[config.mk]
export PLATFORM = sky130hd
export DESIGN_NAME = ultrasonic_echo_ranger_core
export DESIGN_NICKNAME = d
export VERILOG_FILES = /design/src/sv/eur_pkg.sv /design/src/sv/eur_cfg_regs.sv /design/src/sv/eur_ranger.sv /design/src/sv/ultrasonic_echo_ranger_core.sv
export SDC_FILE = /design/constraint.sdc
export NUM_CORES = 1
export LEC_CHECK = 0
export BUFFER_PORTS_ARGS = -buffer_cell sky130_fd_sc_hd__buf_4
export CAP_MARGIN = 20
export CORE_ASPECT_RATIO = 0.75
export CORE_UTILIZATION = 54
export DETAILED_ROUTE_END_ITERATION = 10
export MAX_ROUTING_LAYER = met4
export PLACE_DENSITY = 0.74
export SKIP_CTS_REPAIR_TIMING = 1
export SYNTH_ARGS = -nofsm -noshare
export SYNTH_HDL_FRONTEND = slang
export SYNTH_HIERARCHICAL = 1
export SYNTH_SLANG_ARGS = --single-unit
[constraint.sdc]
create_clock -name clk -period 5.65 [get_ports clk]
set_input_delay 0.565 -clock clk [delete_from_list [all_inputs] [get_ports clk]]
set_output_delay 0.565 -clock clk [all_outputs]
set_load 0.01 [all_outputs]
[src/sv/eur_pkg.sv]
// ----------------------------------------------------------------------------
// eur_pkg
// Shared types and constants of the ultrasonic echo ranger: phase codes,
// register map, configuration bundle and per-tick event flags.
// ----------------------------------------------------------------------------
package eur_pkg;

  // APB register map: register i at byte address 4*i
  localparam int unsigned APB_ADDR_BITS = 5;
  localparam int unsigned APB_DATA_BITS = 32;

  typedef enum logic [2:0] {
    REG_PRE_LOW    = 3'd0,
    REG_TRIG_HIGH  = 3'd1,
    REG_TIMEOUT    = 3'd2,
    REG_SETTLE     = 3'd3,
    REG_NEAR_LIMIT = 3'd4
  } reg_idx_t;

  // Register reset values
  localparam logic [15:0] PRE_LOW_RESET    = 16'd1000;
  localparam logic [9:0]  TRIG_HIGH_RESET  = 10'd10;
  localparam logic [19:0] TIMEOUT_RESET    = 20'd500000;
  localparam logic [19:0] SETTLE_RESET     = 20'd100000;
  localparam logic [9:0]  NEAR_LIMIT_RESET = 10'd10;

  // Echo time to distance: 58 ticks of echo high per centimeter
  localparam int unsigned SUB_CM_BITS  = 6;
  localparam logic [SUB_CM_BITS-1:0] TICKS_PER_CM = 6'd58;

  // Distance shown before the first capture
  localparam int unsigned DIST_RESET = 99;

  typedef struct packed {
    logic [15:0] pre_low_ticks;
    logic [9:0]  trigger_high_ticks;
    logic [19:0] timeout_ticks;
    logic [19:0] settle_ticks;
    logic [9:0]  near_limit_cm;
  } cfg_t;

  typedef enum logic [4:0] {
    PH_PRE_LOW   = 5'b00001,
    PH_TRIG_HIGH = 5'b00010,
    PH_WAIT_ECHO = 5'b00100,
    PH_ECHO_HIGH = 5'b01000,
    PH_SETTLE    = 5'b10000
  } phase_t;

  typedef struct packed {
    logic timed_out;
    logic measure_done;
    logic trigger_level;
  } evt_t;

endpackage

[src/sv/eur_cfg_regs.sv]
// ----------------------------------------------------------------------------
// eur_cfg_regs
// APB register file for the ranger timing and near-limit settings.
// ----------------------------------------------------------------------------
module eur_cfg_regs (
  input  logic                                clk,
  input  logic                                rst,
  input  logic                                psel,
  input  logic                                penable,
  input  logic                                pwrite,
  input  logic [eur_pkg::APB_ADDR_BITS-1:0]   paddr,
  input  logic [eur_pkg::APB_DATA_BITS-1:0]   pwdata,
  output logic [eur_pkg::APB_DATA_BITS-1:0]   prdata,
  output logic                                pready,
  output eur_pkg::cfg_t                       cfg
);
  import eur_pkg::*;

  logic       wr_en;
  logic [2:0] idx;

  assign pready = 1'b1;
  assign idx    = paddr[4:2];
  assign wr_en  = psel && penable && pwrite && pready;

  always_ff @(posedge clk) begin
    if (rst) begin
      cfg.pre_low_ticks      <= PRE_LOW_RESET;
      cfg.trigger_high_ticks <= TRIG_HIGH_RESET;
      cfg.timeout_ticks      <= TIMEOUT_RESET;
      cfg.settle_ticks       <= SETTLE_RESET;
      cfg.near_limit_cm      <= NEAR_LIMIT_RESET;
    end else if (wr_en) begin
      unique case (idx)
        REG_PRE_LOW:    cfg.pre_low_ticks      <= pwdata[15:0];
        REG_TRIG_HIGH:  cfg.trigger_high_ticks <= pwdata[9:0];
        REG_TIMEOUT:    cfg.timeout_ticks      <= pwdata[19:0];
        REG_SETTLE:     cfg.settle_ticks       <= pwdata[19:0];
        REG_NEAR_LIMIT: cfg.near_limit_cm      <= pwdata[9:0];
        default: ;
      endcase
    end
  end

  always_comb begin
    unique case (idx)
      REG_PRE_LOW:    prdata = APB_DATA_BITS'(cfg.pre_low_ticks);
      REG_TRIG_HIGH:  prdata = APB_DATA_BITS'(cfg.trigger_high_ticks);
      REG_TIMEOUT:    prdata = APB_DATA_BITS'(cfg.timeout_ticks);
      REG_SETTLE:     prdata = APB_DATA_BITS'(cfg.settle_ticks);
      REG_NEAR_LIMIT: prdata = APB_DATA_BITS'(cfg.near_limit_cm);
      default:        prdata = '0;
    endcase
  end

endmodule

[src/sv/eur_ranger.sv]
// ----------------------------------------------------------------------------
// eur_ranger
// Ranging sequencer: trigger timing, echo edge detect, incremental cm count,
// shared timeout and captured distance. State advances once per tick.
// ----------------------------------------------------------------------------
module eur_ranger #(
  parameter int unsigned TICK_COUNTER_BITS = 20,
  parameter int unsigned DISTANCE_BITS     = 14
) (
  input  logic                      clk,
  input  logic                      rst,
  input  logic                      advance,
  input  logic                      echo,
  input  eur_pkg::cfg_t             cfg,
  output eur_pkg::evt_t             evt,
  output logic [DISTANCE_BITS-1:0]  distance,
  output logic                      near
);
  import eur_pkg::*;

  localparam logic [TICK_COUNTER_BITS-1:0] CNT_MAX  = '1;
  localparam logic [DISTANCE_BITS-1:0]     DIST_MAX = '1;

  phase_t                       phase, phase_next;
  logic [TICK_COUNTER_BITS-1:0] count, count_next, cnt_inc;
  logic [SUB_CM_BITS-1:0]       sub_cm, sub_cm_next, sub_inc;
  logic [DISTANCE_BITS-1:0]     running_cm, running_cm_next;
  logic [DISTANCE_BITS-1:0]     last_dist, last_dist_next;
  logic                         prev_echo;
  logic                         rise, fall, waiting;

  assign rise    = echo && !prev_echo;
  assign fall    = !echo && prev_echo;
  // saturating tick count
  assign cnt_inc = (count == CNT_MAX) ? count : count + 1'b1;
  assign sub_inc = sub_cm + 1'b1;

  always_comb begin
    phase_next      = phase;
    count_next      = count;
    sub_cm_next     = sub_cm;
    running_cm_next = running_cm;
    last_dist_next  = last_dist;
    evt             = '0;
    waiting         = 1'b0;

    unique case (phase)
      PH_TRIG_HIGH: begin
        evt.trigger_level = 1'b1;
        if (32'(cnt_inc) >= 32'(cfg.trigger_high_ticks)) begin
          count_next = '0;
          phase_next = PH_WAIT_ECHO;
        end else begin
          count_next = cnt_inc;
        end
      end
      PH_WAIT_ECHO: begin
        if (rise) begin
          sub_cm_next     = SUB_CM_BITS'(1);
          running_cm_next = '0;
          phase_next      = PH_ECHO_HIGH;
        end
        waiting = 1'b1;
      end
      PH_ECHO_HIGH: begin
        if (fall) begin
          last_dist_next   = running_cm;
          evt.measure_done = 1'b1;
          phase_next       = PH_SETTLE;
          count_next       = '0;
        end else begin
          if (echo) begin
            if (sub_inc >= TICKS_PER_CM) begin
              sub_cm_next = '0;
              if (running_cm != DIST_MAX) begin
                running_cm_next = running_cm + 1'b1;
              end
            end else begin
              sub_cm_next = sub_inc;
            end
          end
          waiting = 1'b1;
        end
      end
      PH_SETTLE: begin
        if (32'(cnt_inc) >= 32'(cfg.settle_ticks)) begin
          count_next = '0;
          phase_next = PH_PRE_LOW;
        end else begin
          count_next = cnt_inc;
        end
      end
      default: begin
        // pre-trigger low, also recovers from any illegal code
        if (32'(cnt_inc) >= 32'(cfg.pre_low_ticks)) begin
          count_next = '0;
          phase_next = PH_TRIG_HIGH;
        end else begin
          count_next = cnt_inc;
          phase_next = PH_PRE_LOW;
        end
      end
    endcase

    // one timeout spans echo wait and echo high
    if (waiting) begin
      if (32'(cnt_inc) >= 32'(cfg.timeout_ticks)) begin
        evt.timed_out   = 1'b1;
        phase_next      = PH_PRE_LOW;
        count_next      = '0;
        sub_cm_next     = '0;
        running_cm_next = '0;
      end else begin
        count_next = cnt_inc;
      end
    end
  end

  assign distance = last_dist_next;
  assign near     = 32'(last_dist_next) < 32'(cfg.near_limit_cm);

  always_ff @(posedge clk) begin
    if (rst) begin
      phase      <= PH_PRE_LOW;
      count      <= '0;
      sub_cm     <= '0;
      running_cm <= '0;
      last_dist  <= DISTANCE_BITS'(DIST_RESET);
      prev_echo  <= 1'b0;
    end else if (advance) begin
      phase      <= phase_next;
      count      <= count_next;
      sub_cm     <= sub_cm_next;
      running_cm <= running_cm_next;
      last_dist  <= last_dist_next;
      prev_echo  <= echo;
    end
  end

endmodule

[src/sv/ultrasonic_echo_ranger_core.sv]
// ----------------------------------------------------------------------------
// ultrasonic_echo_ranger_core
// Ultrasonic range measurement core: one stream item per microsecond tick in
// (sampled echo pin), one item out (trigger level, distance, event flags).
//
//   channel  dir  handshake          payload
//   s_*      in   tvalid/tready      tdata[0] echo_level
//   m_*      out  tvalid/tready      tdata: trigger, done, distance, near, timeout
//   apb      in   psel/penable       5 registers at 4*i, pready tied high
//
// One item per cycle sustained while m_tready stays high; each item passes from
// input acceptance to result through the input register, then the sequencer
// logic into the result register. The sequencer state loop is the timing bound.
// Reset (rst, synchronous) starts in the pre-trigger low phase with all
// counters cleared and a shown distance of 99 cm.
// A stalled m_tready holds the result; the input register still takes one
// more item, then s_tready drops until the result is taken.
// ----------------------------------------------------------------------------
module ultrasonic_echo_ranger_core #(
  parameter int unsigned TICK_COUNTER_BITS = 20,
  parameter int unsigned DISTANCE_BITS     = 14
) (
  input  logic                                         clk,
  input  logic                                         rst,
  // slave stream
  input  logic                                         s_tvalid,
  output logic                                         s_tready,
  input  logic [7:0]                                   s_tdata,  // [0] echo_level
  // master stream
  output logic                                         m_tvalid,
  input  logic                                         m_tready,
  // [0] trigger_level, [1] measure_done, [DISTANCE_BITS+1:2] distance_cm,
  // [DISTANCE_BITS+2] object_near, [DISTANCE_BITS+3] timed_out, rest zero
  output logic [((DISTANCE_BITS+4+7)/8)*8-1:0]         m_tdata,
  // configuration
  input  logic                                         psel,
  input  logic                                         penable,
  input  logic                                         pwrite,
  input  logic [eur_pkg::APB_ADDR_BITS-1:0]            paddr,
  input  logic [eur_pkg::APB_DATA_BITS-1:0]            pwdata,
  output logic [eur_pkg::APB_DATA_BITS-1:0]            prdata,
  output logic                                         pready
);
  import eur_pkg::*;

  localparam int unsigned TDATA_BITS = ((DISTANCE_BITS + 4 + 7) / 8) * 8;

  cfg_t                     cfg;
  evt_t                     evt_c, evt_r;
  logic [DISTANCE_BITS-1:0] dist_c, dist_r;
  logic                     near_c, near_r;

  logic in_valid, echo_r, out_valid, advance;

  eur_cfg_regs u_cfg (
    .clk     (clk),
    .rst     (rst),
    .psel    (psel),
    .penable (penable),
    .pwrite  (pwrite),
    .paddr   (paddr),
    .pwdata  (pwdata),
    .prdata  (prdata),
    .pready  (pready),
    .cfg     (cfg)
  );

  // Move the held tick through the sequencer when the result slot is free
  assign advance  = in_valid && (!out_valid || m_tready);
  assign s_tready = !in_valid || advance;

  eur_ranger #(
    .TICK_COUNTER_BITS (TICK_COUNTER_BITS),
    .DISTANCE_BITS     (DISTANCE_BITS)
  ) u_ranger (
    .clk      (clk),
    .rst      (rst),
    .advance  (advance),
    .echo     (echo_r),
    .cfg      (cfg),
    .evt      (evt_c),
    .distance (dist_c),
    .near     (near_c)
  );

  // Input register: hold the sampled echo until the sequencer takes it
  always_ff @(posedge clk) begin
    if (rst) begin
      in_valid <= 1'b0;
    end else if (s_tvalid && s_tready) begin
      in_valid <= 1'b1;
    end else if (advance) begin
      in_valid <= 1'b0;
    end
  end

  always_ff @(posedge clk) begin
    if (s_tvalid && s_tready) begin
      echo_r <= s_tdata[0];
    end
  end

  // Result register: hold until the downstream side takes it
  always_ff @(posedge clk) begin
    if (rst) begin
      out_valid <= 1'b0;
    end else if (advance) begin
      out_valid <= 1'b1;
    end else if (m_tready) begin
      out_valid <= 1'b0;
    end
  end

  always_ff @(posedge clk) begin
    if (advance) begin
      evt_r  <= evt_c;
      dist_r <= dist_c;
      near_r <= near_c;
    end
  end

  assign m_tvalid = out_valid;
  assign m_tdata  = TDATA_BITS'({evt_r.timed_out, near_r, dist_r,
                                 evt_r.measure_done, evt_r.trigger_level});

`ifndef SYNTHESIS
  // Trigger, capture and timeout exclude each other: never two at once
  a_evt_exclusive: assert property (@(posedge clk) disable iff (rst)
    out_valid |-> $onehot0(evt_r))
    else $error("ranger: more than one event flag in one result");

  // A tick taken by the sequencer always lands in the result register
  a_advance_fills: assert property (@(posedge clk) disable iff (rst)
    advance |=> out_valid)
    else $error("ranger: processed tick produced no result");

  // A tick held back by a full result slot keeps its echo sample
  a_input_hold: assert property (@(posedge clk) disable iff (rst)
    (in_valid && !advance) |=> (in_valid && $stable(echo_r)))
    else $error("ranger: held input tick lost or changed");
`endif

endmodule
==> flow_summary.yaml <==
run_status:
  outcome: "finished clean"
cts:
  clk_latency_ps: 430
  cts_root_buffer: "clkbuf_16"
  path_clk_slew_ps: 70
  cts-htree-levels: 4
  cts_made_buffers: 17
  cts_num_sinks: 157
  clk_path_buf_depth: 2
  cts_tree: "built"
finish:
  diodes: 0
  area_growth_pct: 11.02
  nFillCells: 1632
  fin_util: 0.6101
  drive_gt1_frac: 0.1355
  final_nets: 1336
  fin_cells: 1465
timing:
  worst_pin_slew_ps: 1238
  hold_viol_final: 0
  setup-tns-final_ps: 0
  setup_viol: 0
  finalCritPeriodShare: 0.9012
  fin_worst_skew_ps: 13.19
  slew_headroom: 0.1531
  rsz0062_at_grt: "no"
  period_needed_ps: 5092
  maxSlewViolCount: 0
  fmax_ghz: 0.1964
critical_path:
  endpoint: "u_ranger/count[19]$_SDFFE_PP0P_"
  reg2reg_from: "u_ranger/count[0]$_SDFFE_PP0P_"
  cpPeakStageDelay_ps: 480
  ff2ff_path_depth: 18
  crit_chain: "ha_1, nand2_1, nor3_1, nand2_1, and4_1, and3_1, xor2_1, buf_4, ha_1, a211oi_1, nand2_1, a311o_1, a221oi_1, o211ai_1, nor3_2, o21ba_2, a22oi_1, nor2_1"
  r2r-end: "u_ranger/count[19]$_SDFFE_PP0P_"
  arrival_ps: 5440
  cp.required_ps: 6000
  crit_type: "reg2reg"
  path_max_fanout: 11
  path_common_cell: "nand2_1"
  cp-start-kind: "register"
  crit_slowest_cell: "dfxtp_1"
  r2r_slack_ps: 560
  crit_start: "u_ranger/count[0]$_SDFFE_PP0P_"
  critPathCaptureType: "register"
synth:
  seq_area_frac_synth: 0.3287
  synth_area_leaders: "dfxtp_1, ha_1, mux2i_1, edfxtp_1, nand2b_1"
  yosysTopAreaCell: "dfxtp_1"
  ys_ff_latch: 157
  ys_async_sr_fraction: 0
  syn_avg_cell_area_um2: 8.631
  ys_top_cells_by_count: "dfxtp_1, nor2_1, inv_1"
  synth_edf_count: 19
  ys_types: 86
  synth-main-ff-cell: "dfxtp_1"
  synth.most_common_cell: "dfxtp_1"
  yosys_warnings: 6
  synthCells: 1175
  synth_area_um2: 10140
  synth_top_area_share: 0.2724
placement:
  globalplace.congestion: 0.9647
  hpwl_mm: 18.80
  dp.cells: 1433
  port_buffers: 70
power:
  ir_drop_uv: 184.8
  leakagePower_nw: 4.870
  powerDensity_nw_per_um2: 226.1
drt:
  drt-pass1-iter-count: 6
  num_vias: 8591
  wl_per_cell_um: 18.14
  wirelength_mm: 26.58
  drt_iter0_drc: 1017
  viasPerCell: 5.864
  postRouteAntennaNets: 0
  drc_errors: 0
run:
  cap_viol_max_count: 0
grt:
  grt_pass1_vias: 7826
  grt_usage: 0.2879
  grt_pass1_wl_mm: 42.78
  antenna_found_initial: 0
  grt_max_degree: 82
  grt-ovfl-total: 0
die:
  ios: 111
  initial_core_util: 0.5495
  die_h_um: 120.7
  num_rows: 43
  die_w_um: 160.2
  dieArea_um2: 19340
  core_area_um2: 18450
worst_hold_path:
  min_path_type: "in2reg"
critical path, delay by kind of cell (launching register included):
kind / cells / cell delay (ps)
flops: 1 / 480
fa+ha+maj: 2 / 630
simple gates: 8 / 1790
xor+xnor: 1 / 140
compound gates: 6 / 1810
buf+inv: 1 / 160
per-layer routing:
| metal | track usage | share of wire | up-vias | wire length [um] |
|---|---|---|---|---|
| li1 | - | - | 4193 | - |
| met3 | 0.04837 | 0.070 | 18 | 1852 |
| met2 | 0.4139 | 0.42 | 312 | 11290 |
| met4 | 0.06250 | 0.0079 | 0 | 210 |
| met5 | - | 0 | - | 0 |
| met1 | 0.4200 | 0.50 | 4068 | 13220 |
how the worst min path moves through the flow:
| stage | slack, ps | end | cells past startpoint | start |
|---|---|---|---|---|
| 6_report | 300 | echo_r$_DFFE_PP_ | 1 | s_tdata[0] |
| 5_1_grt | 290 | echo_r$_DFFE_PP_ | 1 | s_tdata[0] |
| 4_1_cts | 290 | echo_r$_DFFE_PP_ | 1 | s_tdata[0] |
| 3_5_place_dp | 470 | u_ranger/last_dist[10]$_SDFFE_PP0P_ | 2 | u_ranger/last_dist[10]$_SDFFE_PP0P_ |
| 3_3_place_gp | 470 | u_ranger/last_dist[7]$_SDFFE_PP0P_ | 2 | u_ranger/last_dist[7]$_SDFFE_PP0P_ |
| 2_1_floorplan | 450 | u_ranger/last_dist[2]$_SDFFE_PP0P_ | 2 | u_ranger/last_dist[2]$_SDFFE_PP0P_ |
logic make-up (layout without fill, tap and decap cells):
kind of cell,count (synthesis),count (layout),synth area share
mux,106,106,0.1082
flops,157,157,0.3287
compound gates,253,253,0.1655
simple gates,382,382,0.2023
buf+inv,175,202,0.07933
other cells,3,19,0.001110
fa+ha+maj,80,80,0.09846
xor+xnor,19,19,0.01641
power breakdown:
part,total [mW],internal [mW],switching [mW]
clock,1.20,0.671,0.525
combinational,0.196,0.0742,0.122
sequential,1.15,1.14,0.0114
final cells by class:
type | count | area [um2] | share of cell area
Tap cell | 247 | 309.0 | 0.02745
Inverter | 88 | 330.3 | 0.02934
Multi-Input combinational cell | 859 | 6063 | 0.5386
Timing Repair Buffer | 82 | 615.6 | 0.05468
Clock buffer | 18 | 429.2 | 0.03812
Sequential cell | 157 | 3333 | 0.2961
Clock inverter | 14 | 177.7 | 0.01578
sequential cells by signal (all words and copies together), names as in the netlist:
name	count
dist_r	14
u_ranger/count	20
u_ranger/prev_echo	1
m_tdata	3
u_ranger/phase	5
near_r	1
u_ranger/running_cm	14
m_tvalid	1
echo_r	1
in_valid	1
u_ranger/sub_cm	6
u_ranger/last_dist	14
u_cfg/cfg	76
cell usage in the layout (no fill, tap or decap), drive strengths merged, types with 40 or more instances in the layout:
master / synthesis / layout
inv: 88 / 95
nor2: 118 / 118
mux2i: 77 / 77
o21ai: 65 / 65
nand2: 48 / 48
dfxtp: 138 / 138
nand2b: 69 / 69
ha: 79 / 79
buf: 49 / 82
a21oi: 40 / 40
metrics by stage:
step                hold slack, ps  cell area, um2  power [mW]  setup WS, ps
finish                       303.3           11260       2.545         558.5
CTS                          291.7           11260       2.551         634.0
global route                 291.3           11260       2.622         67.33
floorplan                    454.4           10200       1.310          1378
global placement             466.7           10650       1.366         818.7
detailed placement           475.0           10650       1.370         728.7
Power figures use the tool's default switching activity.
